<file path="src/rtl/trsm_pkg.sv">
`timescale 1ns / 1ps
// Package for the touch raw-to-screen map: register indexes, reset values,
// default geometry and the fixed-point reciprocal shift. No dependencies.
package trsm_pkg;

  localparam int unsigned CFG_W           = 12;
  localparam int unsigned CFG_ADDR_W      = 3;
  localparam int unsigned RECIP_SHIFT     = 2 * CFG_W;

  localparam int unsigned DEF_ROW_COUNT   = 320;
  localparam int unsigned DEF_COL_COUNT   = 240;
  localparam int unsigned DEF_SAMPLE_BITS = 12;

  localparam logic [CFG_W-1:0] ROW_MIN_RST = 12'd360;
  localparam logic [CFG_W-1:0] ROW_MAX_RST = 12'd3931;
  localparam logic [CFG_W-1:0] COL_MIN_RST = 12'd158;
  localparam logic [CFG_W-1:0] COL_MAX_RST = 12'd3918;

  typedef enum logic [CFG_ADDR_W-1:0] {
    REG_ROWS_FOLLOW_X = 3'd0,
    REG_ROW_INVERTED  = 3'd1,
    REG_ROW_RAW_MIN   = 3'd2,
    REG_ROW_RAW_MAX   = 3'd3,
    REG_COL_INVERTED  = 3'd4,
    REG_COL_RAW_MIN   = 3'd5,
    REG_COL_RAW_MAX   = 3'd6
  } cfg_reg_e;

endpackage

</file>
<file path="src/rtl/touch_raw_to_screen_map.sv">
`timescale 1ns / 1ps
// Touch raw-to-screen map: pipelined calibration of raw touch readings to a
// screen row and column. Depends on trsm_pkg.

// Takes one raw X/Y touch reading pair per cycle and returns one screen
// position per item: hit_valid on tuser, screen_row and screen_col on tdata
// (both zero on a miss). A reading is a hit when both driving readings lie
// strictly inside their calibrated ranges and each axis step
// (max - min) / axis size is nonzero. The step is formed by a reciprocal
// multiply and a one-step correction, then (raw - min) / step runs through a
// restoring divider that retires one quotient bit per stage. Items pass the
// input, estimate, product and step registers, the divider stages and the
// output register; throughput is one item per cycle, the whole pipeline
// holding while the output item is not taken. Configuration writes take
// effect on the next edge; write them only while no item is in flight.
module touch_raw_to_screen_map
  import trsm_pkg::*;
#(
  parameter int unsigned ROW_COUNT   = DEF_ROW_COUNT,
  parameter int unsigned COL_COUNT   = DEF_COL_COUNT,
  parameter int unsigned SAMPLE_BITS = DEF_SAMPLE_BITS
) (
  input  logic                                  clk_i,
  input  logic                                  rst_ni,
  input  logic                                  cfg_we_i,
  input  logic [CFG_ADDR_W-1:0]                 cfg_addr_i,
  input  logic [CFG_W-1:0]                      cfg_wdata_i,
  input  logic                                  s_axis_tvalid_i,
  output logic                                  s_axis_tready_o,
  // raw_x, raw_y
  input  logic [((2*SAMPLE_BITS+7)/8)*8-1:0]    s_axis_tdata_i,
  output logic                                  m_axis_tvalid_o,
  input  logic                                  m_axis_tready_i,
  // screen_row, screen_col
  output logic [(($clog2(ROW_COUNT+1)+$clog2(COL_COUNT+1)+7)/8)*8-1:0]
                                                m_axis_tdata_o,
  // hit_valid
  output logic                                  m_axis_tuser_o
);

  localparam int unsigned SB     = SAMPLE_BITS;
  localparam int unsigned DW     = (SB > CFG_W) ? SB : CFG_W;
  localparam int unsigned ROW_W  = $clog2(ROW_COUNT + 1);
  localparam int unsigned COL_W  = $clog2(COL_COUNT + 1);
  localparam int unsigned OUT_W  = ((ROW_W + COL_W + 7) / 8) * 8;
  localparam int unsigned PROD_W = CFG_W + RECIP_SHIFT + 1;

  localparam logic [CFG_W-1:0] LANE_N [2] = '{CFG_W'(ROW_COUNT), CFG_W'(COL_COUNT)};
  localparam logic [RECIP_SHIFT:0] LANE_M [2] = '{
    (RECIP_SHIFT+1)'((1 << RECIP_SHIFT) / ROW_COUNT),
    (RECIP_SHIFT+1)'((1 << RECIP_SHIFT) / COL_COUNT)
  };

  // configuration
  logic             rows_follow_x_q;
  logic             row_inv_q;
  logic             col_inv_q;
  logic [CFG_W-1:0] row_min_q;
  logic [CFG_W-1:0] row_max_q;
  logic [CFG_W-1:0] col_min_q;
  logic [CFG_W-1:0] col_max_q;

  always_ff @(posedge clk_i or negedge rst_ni) begin
    if (!rst_ni) begin
      rows_follow_x_q <= 1'b0;
      row_inv_q       <= 1'b0;
      col_inv_q       <= 1'b0;
      row_min_q       <= ROW_MIN_RST;
      row_max_q       <= ROW_MAX_RST;
      col_min_q       <= COL_MIN_RST;
      col_max_q       <= COL_MAX_RST;
    end else if (cfg_we_i) begin
      unique case (cfg_reg_e'(cfg_addr_i))
        REG_ROWS_FOLLOW_X: rows_follow_x_q <= cfg_wdata_i[0];
        REG_ROW_INVERTED:  row_inv_q       <= cfg_wdata_i[0];
        REG_ROW_RAW_MIN:   row_min_q       <= cfg_wdata_i;
        REG_ROW_RAW_MAX:   row_max_q       <= cfg_wdata_i;
        REG_COL_INVERTED:  col_inv_q       <= cfg_wdata_i[0];
        REG_COL_RAW_MIN:   col_min_q       <= cfg_wdata_i;
        REG_COL_RAW_MAX:   col_max_q       <= cfg_wdata_i;
        default: ;
      endcase
    end
  end

  // pipeline registers, lane 0 is the row axis and lane 1 the column axis
  logic             adv;
  logic [SB-1:0]    raw_x;
  logic [SB-1:0]    raw_y;

  logic             a_valid_q;
  logic             a_ok_q    [2];
  logic             a_ok_d    [2];
  logic [DW-1:0]    a_num_q   [2];
  logic [DW-1:0]    a_num_d   [2];
  logic [CFG_W-1:0] a_diff_q  [2];
  logic [CFG_W-1:0] a_diff_d  [2];

  logic             b_valid_q;
  logic             b_ok_q    [2];
  logic [DW-1:0]    b_num_q   [2];
  logic [CFG_W-1:0] b_diff_q  [2];
  logic [CFG_W-1:0] b_qe_q    [2];
  logic [CFG_W-1:0] b_qe_d    [2];

  logic             c_valid_q;
  logic             c_ok_q    [2];
  logic [DW-1:0]    c_num_q   [2];
  logic [CFG_W-1:0] c_diff_q  [2];
  logic [CFG_W-1:0] c_qe_q    [2];
  logic [CFG_W-1:0] c_prod_q  [2];
  logic [CFG_W-1:0] c_prod_d  [2];

  logic             dv_valid_q [DW+1];
  logic             dv_ok_q    [DW+1][2];
  logic             dv_ok_d    [DW+1][2];
  logic [DW-1:0]    dv_num_q   [DW+1][2];
  logic [DW-1:0]    dv_num_d   [DW+1][2];
  logic [CFG_W-1:0] dv_step_q  [DW+1][2];
  logic [CFG_W-1:0] dv_step_d  [DW+1][2];
  logic [CFG_W-1:0] dv_rem_q   [DW+1][2];
  logic [CFG_W-1:0] dv_rem_d   [DW+1][2];
  logic [DW-1:0]    dv_quo_q   [DW+1][2];
  logic [DW-1:0]    dv_quo_d   [DW+1][2];

  logic             out_valid_q;
  logic             out_hit_q;
  logic             out_hit_d;
  logic [ROW_W-1:0] out_row_q;
  logic [ROW_W-1:0] out_row_d;
  logic [COL_W-1:0] out_col_q;
  logic [COL_W-1:0] out_col_d;
  logic [DW-1:0]    pos       [2];

  assign adv             = !out_valid_q || m_axis_tready_i;
  assign s_axis_tready_o = adv;
  assign raw_x           = s_axis_tdata_i[SB-1:0];
  assign raw_y           = s_axis_tdata_i[2*SB-1:SB];

  always_comb begin
    logic [SB-1:0]          src;
    logic [CFG_W-1:0]       lo;
    logic [CFG_W-1:0]       hi;
    logic [DW-1:0]          src_w;
    logic [DW-1:0]          lo_w;
    logic [DW-1:0]          hi_w;
    logic [PROD_W-1:0]      prod;
    logic [2*CFG_W-1:0]     prod_n;
    logic [CFG_W-1:0]       rem;
    logic [CFG_W-1:0]       step;
    logic [CFG_W:0]         trial;
    logic [DW-1:0]          q;
    logic [DW-1:0]          nq;
    logic                   inv;
    for (int l = 0; l < 2; l++) begin
      // select source and range
      if (l == 0) begin
        src = rows_follow_x_q ? raw_x : raw_y;
        lo  = row_min_q;
        hi  = row_max_q;
        inv = row_inv_q;
      end else begin
        src = rows_follow_x_q ? raw_y : raw_x;
        lo  = col_min_q;
        hi  = col_max_q;
        inv = col_inv_q;
      end
      src_w       = DW'(src);
      lo_w        = DW'(lo);
      hi_w        = DW'(hi);
      a_ok_d[l]   = (src_w > lo_w) && (src_w < hi_w);
      a_num_d[l]  = src_w - lo_w;
      a_diff_d[l] = hi - lo;

      // step estimate by reciprocal
      prod      = PROD_W'(a_diff_q[l]) * PROD_W'(LANE_M[l]);
      b_qe_d[l] = prod[RECIP_SHIFT +: CFG_W];

      // back-multiply, estimate is at most one low
      prod_n      = (2*CFG_W)'(b_qe_q[l]) * (2*CFG_W)'(LANE_N[l]);
      c_prod_d[l] = prod_n[CFG_W-1:0];

      // correct step, reject zero step
      rem  = c_diff_q[l] - c_prod_q[l];
      step = (rem >= LANE_N[l]) ? c_qe_q[l] + CFG_W'(1) : c_qe_q[l];
      dv_step_d[0][l] = step;
      dv_ok_d[0][l]   = c_ok_q[l] && (step != '0);
      dv_num_d[0][l]  = c_num_q[l];
      dv_rem_d[0][l]  = '0;
      dv_quo_d[0][l]  = '0;

      // restoring divider, one quotient bit per stage
      for (int k = 0; k < DW; k++) begin
        trial = {dv_rem_q[k][l], dv_num_q[k][l][DW-1-k]};
        if (trial >= {1'b0, dv_step_q[k][l]}) begin
          dv_rem_d[k+1][l] = CFG_W'(trial - {1'b0, dv_step_q[k][l]});
          dv_quo_d[k+1][l] = {dv_quo_q[k][l][DW-2:0], 1'b1};
        end else begin
          dv_rem_d[k+1][l] = trial[CFG_W-1:0];
          dv_quo_d[k+1][l] = {dv_quo_q[k][l][DW-2:0], 1'b0};
        end
        dv_step_d[k+1][l] = dv_step_q[k][l];
        dv_ok_d[k+1][l]   = dv_ok_q[k][l];
        dv_num_d[k+1][l]  = dv_num_q[k][l];
      end

      // clamp and invert
      q      = dv_quo_q[DW][l];
      nq     = DW'(LANE_N[l]);
      q      = (q > nq) ? nq : q;
      pos[l] = inv ? nq - q : q;
    end
    out_hit_d = dv_ok_q[DW][0] && dv_ok_q[DW][1];
    out_row_d = out_hit_d ? pos[0][ROW_W-1:0] : '0;
    out_col_d = out_hit_d ? pos[1][COL_W-1:0] : '0;
  end

  always_ff @(posedge clk_i or negedge rst_ni) begin
    if (!rst_ni) begin
      a_valid_q   <= 1'b0;
      b_valid_q   <= 1'b0;
      c_valid_q   <= 1'b0;
      out_valid_q <= 1'b0;
      for (int k = 0; k <= DW; k++) begin
        dv_valid_q[k] <= 1'b0;
      end
    end else if (adv) begin
      a_valid_q     <= s_axis_tvalid_i;
      b_valid_q     <= a_valid_q;
      c_valid_q     <= b_valid_q;
      dv_valid_q[0] <= c_valid_q;
      for (int k = 0; k < DW; k++) begin
        dv_valid_q[k+1] <= dv_valid_q[k];
      end
      out_valid_q   <= dv_valid_q[DW];
    end
  end

  always_ff @(posedge clk_i) begin
    if (adv) begin
      for (int l = 0; l < 2; l++) begin
        a_ok_q[l]   <= a_ok_d[l];
        a_num_q[l]  <= a_num_d[l];
        a_diff_q[l] <= a_diff_d[l];
        b_ok_q[l]   <= a_ok_q[l];
        b_num_q[l]  <= a_num_q[l];
        b_diff_q[l] <= a_diff_q[l];
        b_qe_q[l]   <= b_qe_d[l];
        c_ok_q[l]   <= b_ok_q[l];
        c_num_q[l]  <= b_num_q[l];
        c_diff_q[l] <= b_diff_q[l];
        c_qe_q[l]   <= b_qe_q[l];
        c_prod_q[l] <= c_prod_d[l];
        for (int k = 0; k <= DW; k++) begin
          dv_ok_q[k][l]   <= dv_ok_d[k][l];
          dv_num_q[k][l]  <= dv_num_d[k][l];
          dv_step_q[k][l] <= dv_step_d[k][l];
          dv_rem_q[k][l]  <= dv_rem_d[k][l];
          dv_quo_q[k][l]  <= dv_quo_d[k][l];
        end
      end
      out_hit_q <= out_hit_d;
      out_row_q <= out_row_d;
      out_col_q <= out_col_d;
    end
  end

  assign m_axis_tvalid_o = out_valid_q;
  assign m_axis_tdata_o  = OUT_W'({out_col_q, out_row_q});
  assign m_axis_tuser_o  = out_hit_q;

endmodule
</file>
<file path="config.mk">
export PLATFORM = sky130hd
export DESIGN_NAME = touch_raw_to_screen_map
export DESIGN_NICKNAME = d
export VERILOG_FILES = /design/src/rtl/trsm_pkg.sv /design/src/rtl/touch_raw_to_screen_map.sv
export SDC_FILE = /design/constraint.sdc
export NUM_CORES = 1
export LEC_CHECK = 0
export BUFFER_PORTS_ARGS = -buffer_cell sky130_fd_sc_hd__clkbuf_2
export CORE_MARGIN = 2
export CORE_UTILIZATION = 45
export DETAILED_ROUTE_END_ITERATION = 7
export GPL_TIMING_DRIVEN = 0
export MAX_ROUTING_LAYER = met4
export PLACE_DENSITY_LB_ADDON = 0.3
export SETUP_SLACK_MARGIN = 0.4
export SLEW_MARGIN = 20
export SYNTH_ARGS = -nofsm -noshare
export SYNTH_HDL_FRONTEND = slang
export SYNTH_SLANG_ARGS = --single-unit
</file>
<file path="constraint.sdc">
create_clock -name clk_i -period 62.1 [get_ports clk_i]
set_input_delay 9.315 -clock clk_i [delete_from_list [all_inputs] [get_ports clk_i]]
set_output_delay 9.315 -clock clk_i [all_outputs]
set_load 0.02 [all_outputs]
</file>
==> metrics.yaml <==
outcome: "complete, no violations"
regToRegSetupSlack_ns: 56.80
final_antenna_net_count: 0
wirelength_mm: 72.1
ioPinCount: 71
grt_usage: 0.141
routedWlPerCell_um: 14.1
cts_resized: 0
hold_viol: 0
die_w_um: 326
clock_skew_ns: 0.0256
path_clk_slew_ns: 0.06
synth_edf_count: 906
max_freq_mhz: 46.1
min_from: "b_num_q[0][17]"
required_ns: 52.79
cts-root-buf: "clkbuf_16"
instances_no_fill: 5097
met1_length_mm: 31.3
dr_wl_met2_mm: 36.1
clk_latency_ns: 0.66
utilization: 0.506
clock_path_buffers: 3
syn2layout_area_growth_pct: 12.1
place_hpwl_mm: 52.0
whs_ns: 0.403
setup_tns_ns: 0
path_cells: "clkbuf_2, nor2b_1, clkbuf_1, buf_1, inv_8, buf_16, buf_16, buf_16, buf_16, clkbuf_2"
syn_inst: 3460
met3_length_mm: 2.44
end_kind: "primary output"
startpoint_type: "input port"
grt_pass1_vias: 25600
vias_per_cell: 5.02
drtPass1Iterations: 5
synth_flop_cell: "edfxtp_1"
ys_ff_latch: 974
die_height_um: 326
min_period_ns: 21.71
start_util: 0.452
critPathMaxStageDelay_ns: 0.47
grt-ovfl-total: 0
netlist_area_um2: 46600
hold_path_class: "register to register"
crit_type: "input port to primary output"
setup-violations-final: 0
rsz0062_at_grt: "no"
path_delay_family: "buffers and inverters"
coreArea_um2: 103000
fin_crit_sh: 0.350
cp.buffers_inverters: 9
row_count: 118
rr_endpoint: "b_qe_q[0][3]"
synth_cell_types: 77
dr.first_iter.drc_count: 1225
grt_max_degree: 116
reg2reg_from: "a_diff_q[0][4]"
critPathArrivalTime_ns: 12.40
grt_antenna_before_repair: 0
seq_area_frac_synth: 0.621
layout-drive-gt1-share: 0.103
drv_slew: 0
numPortBuffers: 63
place_inst: 4919
crit_top_cell: "buf_16"
gp_congestion: 0.881
h-tree-depth: 3
r2r_cells: 17
max-cap-violations: 0
num_vias: 25600
hold_buffers: 0
cts_buffers: 98
async_flop_share: 0.0698
worstHoldEndpoint: "c_num_q[0][17]"
cts_tree: "yes"
grt_first_pass_wirelength_mm: 121
crit_path_max_fanout: 114
postSynthAreaPerCell_um2: 13.5
highest_layer: "met4"
max_slew_margin: 0.302
holdPathStages: 0
post_cts_buffers: 0
cp_slowest_cell: "buf_16"
ys_warn_count: 0
cts.sinks: 974
nets: 4084
tightest_slew_ns: 1.03
drc_errors: 0
die_area_um2: 106000
cells by family after synthesis:
group	Yosys count	share of synthesized area
xor+xnor	221	0.0418
mux	110	0.0259
fa+ha+maj	401	0.119
other cells	1	0.0000804
simple gates	834	0.0921
compound gates	499	0.0653
buf+inv	420	0.0349
flops	974	0.621
layout make-up:
class | instances | area (µm²)
Multi-Input combinational cell | 2072 | 16100
Buffer | 46 | 221
Sequential cell | 974 | 28900
Clock inverter | 61 | 732
Timing Repair Buffer | 73 | 593
Clock buffer | 116 | 2560
Antenna cell | 1 | 2.50
Fill cell | 8654 | 50900
Inverter | 374 | 1410
Tap cell | 1380 | 1730
registers in the layout, summed over array words and instances, names as in the netlist, 13 cells and up:
name,cells
dv_step_q,132
b_num_q,24
c_prod_q,14
c_num_q,24
a_num_q,24
dv_valid_q,13
dv_rem_q,259
a_diff_q,24
b_diff_q,14
dv_quo_q,156
c_diff_q,14
dv_num_q,156
dv_ok_q,26
synth_stat cells (all sizes together) (15+ instances only):
master / number / area, µm²
o21a: 38 / 285
nand3: 77 / 400
o21ai: 136 / 684
xnor2: 140 / 1240
inv: 374 / 1400
nand4: 40 / 250
a21boi: 17 / 128
nand2b: 44 / 275
a21o: 36 / 270
o31ai: 18 / 140
a21oi: 170 / 851
buf: 25 / 143
and3: 16 / 100
fa: 72 / 1440
nor4: 51 / 332
nor2: 230 / 863
nor3: 57 / 295
ha: 329 / 4120
mux2i: 26 / 260
or4: 15 / 116
nand2: 156 / 586
dfstp: 26 / 683
xor2: 81 / 709
dfrtp: 42 / 1050
clkbuf: 21 / 78.8
nor2b: 65 / 407
edfxtp: 906 / 27200
mux2: 84 / 946
layout by cell type (no fill, tap or decap), types with 19 or more instances in the layout:
cell and instances:
ha_1 329, nor3_1 55, nand2_1 156, nand3_1 74, xnor2_1 138, nor2b_1 65
o21a_1 38, fa_1 72, nor4_1 49, nand4_1 40, xor2_1 81, a21o_1 36
inv_1 372, mux2_2 84, clkbuf_16 100, a21oi_1 170, clkinv_2 19, nor2_1 230
clkbuf_2 62, mux2i_1 26, edfxtp_1 906, dfstp_2 26, o21ai_0 130, dfrtp_1 42
clkbuf_1 37, nand2b_1 44
per-stage QoR:
stage               area (µm²)  worst slack (ns)
detailed placement       49000             40.31
global route             52300             40.07
floorplan                46600             25.49
global placement         48700             16.75
CTS                      52300             40.30
finish                   52300             40.39
worst max path at each step:
stage | from | to | slack, ns | cells after the start
2_1_floorplan | m_axis_tready_i | s_axis_tready_o | 25.49 | 4
4_1_cts | m_axis_tready_i | s_axis_tready_o | 40.30 | 10
6_report | m_axis_tready_i | s_axis_tready_o | 40.39 | 10
3_3_place_gp | m_axis_tready_i | s_axis_tready_o | 16.75 | 6
5_1_grt | m_axis_tready_i | s_axis_tready_o | 40.07 | 10
3_5_place_dp | m_axis_tready_i | s_axis_tready_o | 40.31 | 10
layer usage:
layer  track usage  up-vias
met4        0.0476        0
met5             -        -
met2         0.244      354
met3        0.0238      159
met1         0.168    12200
li1              -    12900
Power is left out: the tool's default activity adds up to more than one toggle a clock period on the data nets, which glitch-free logic cannot reach.
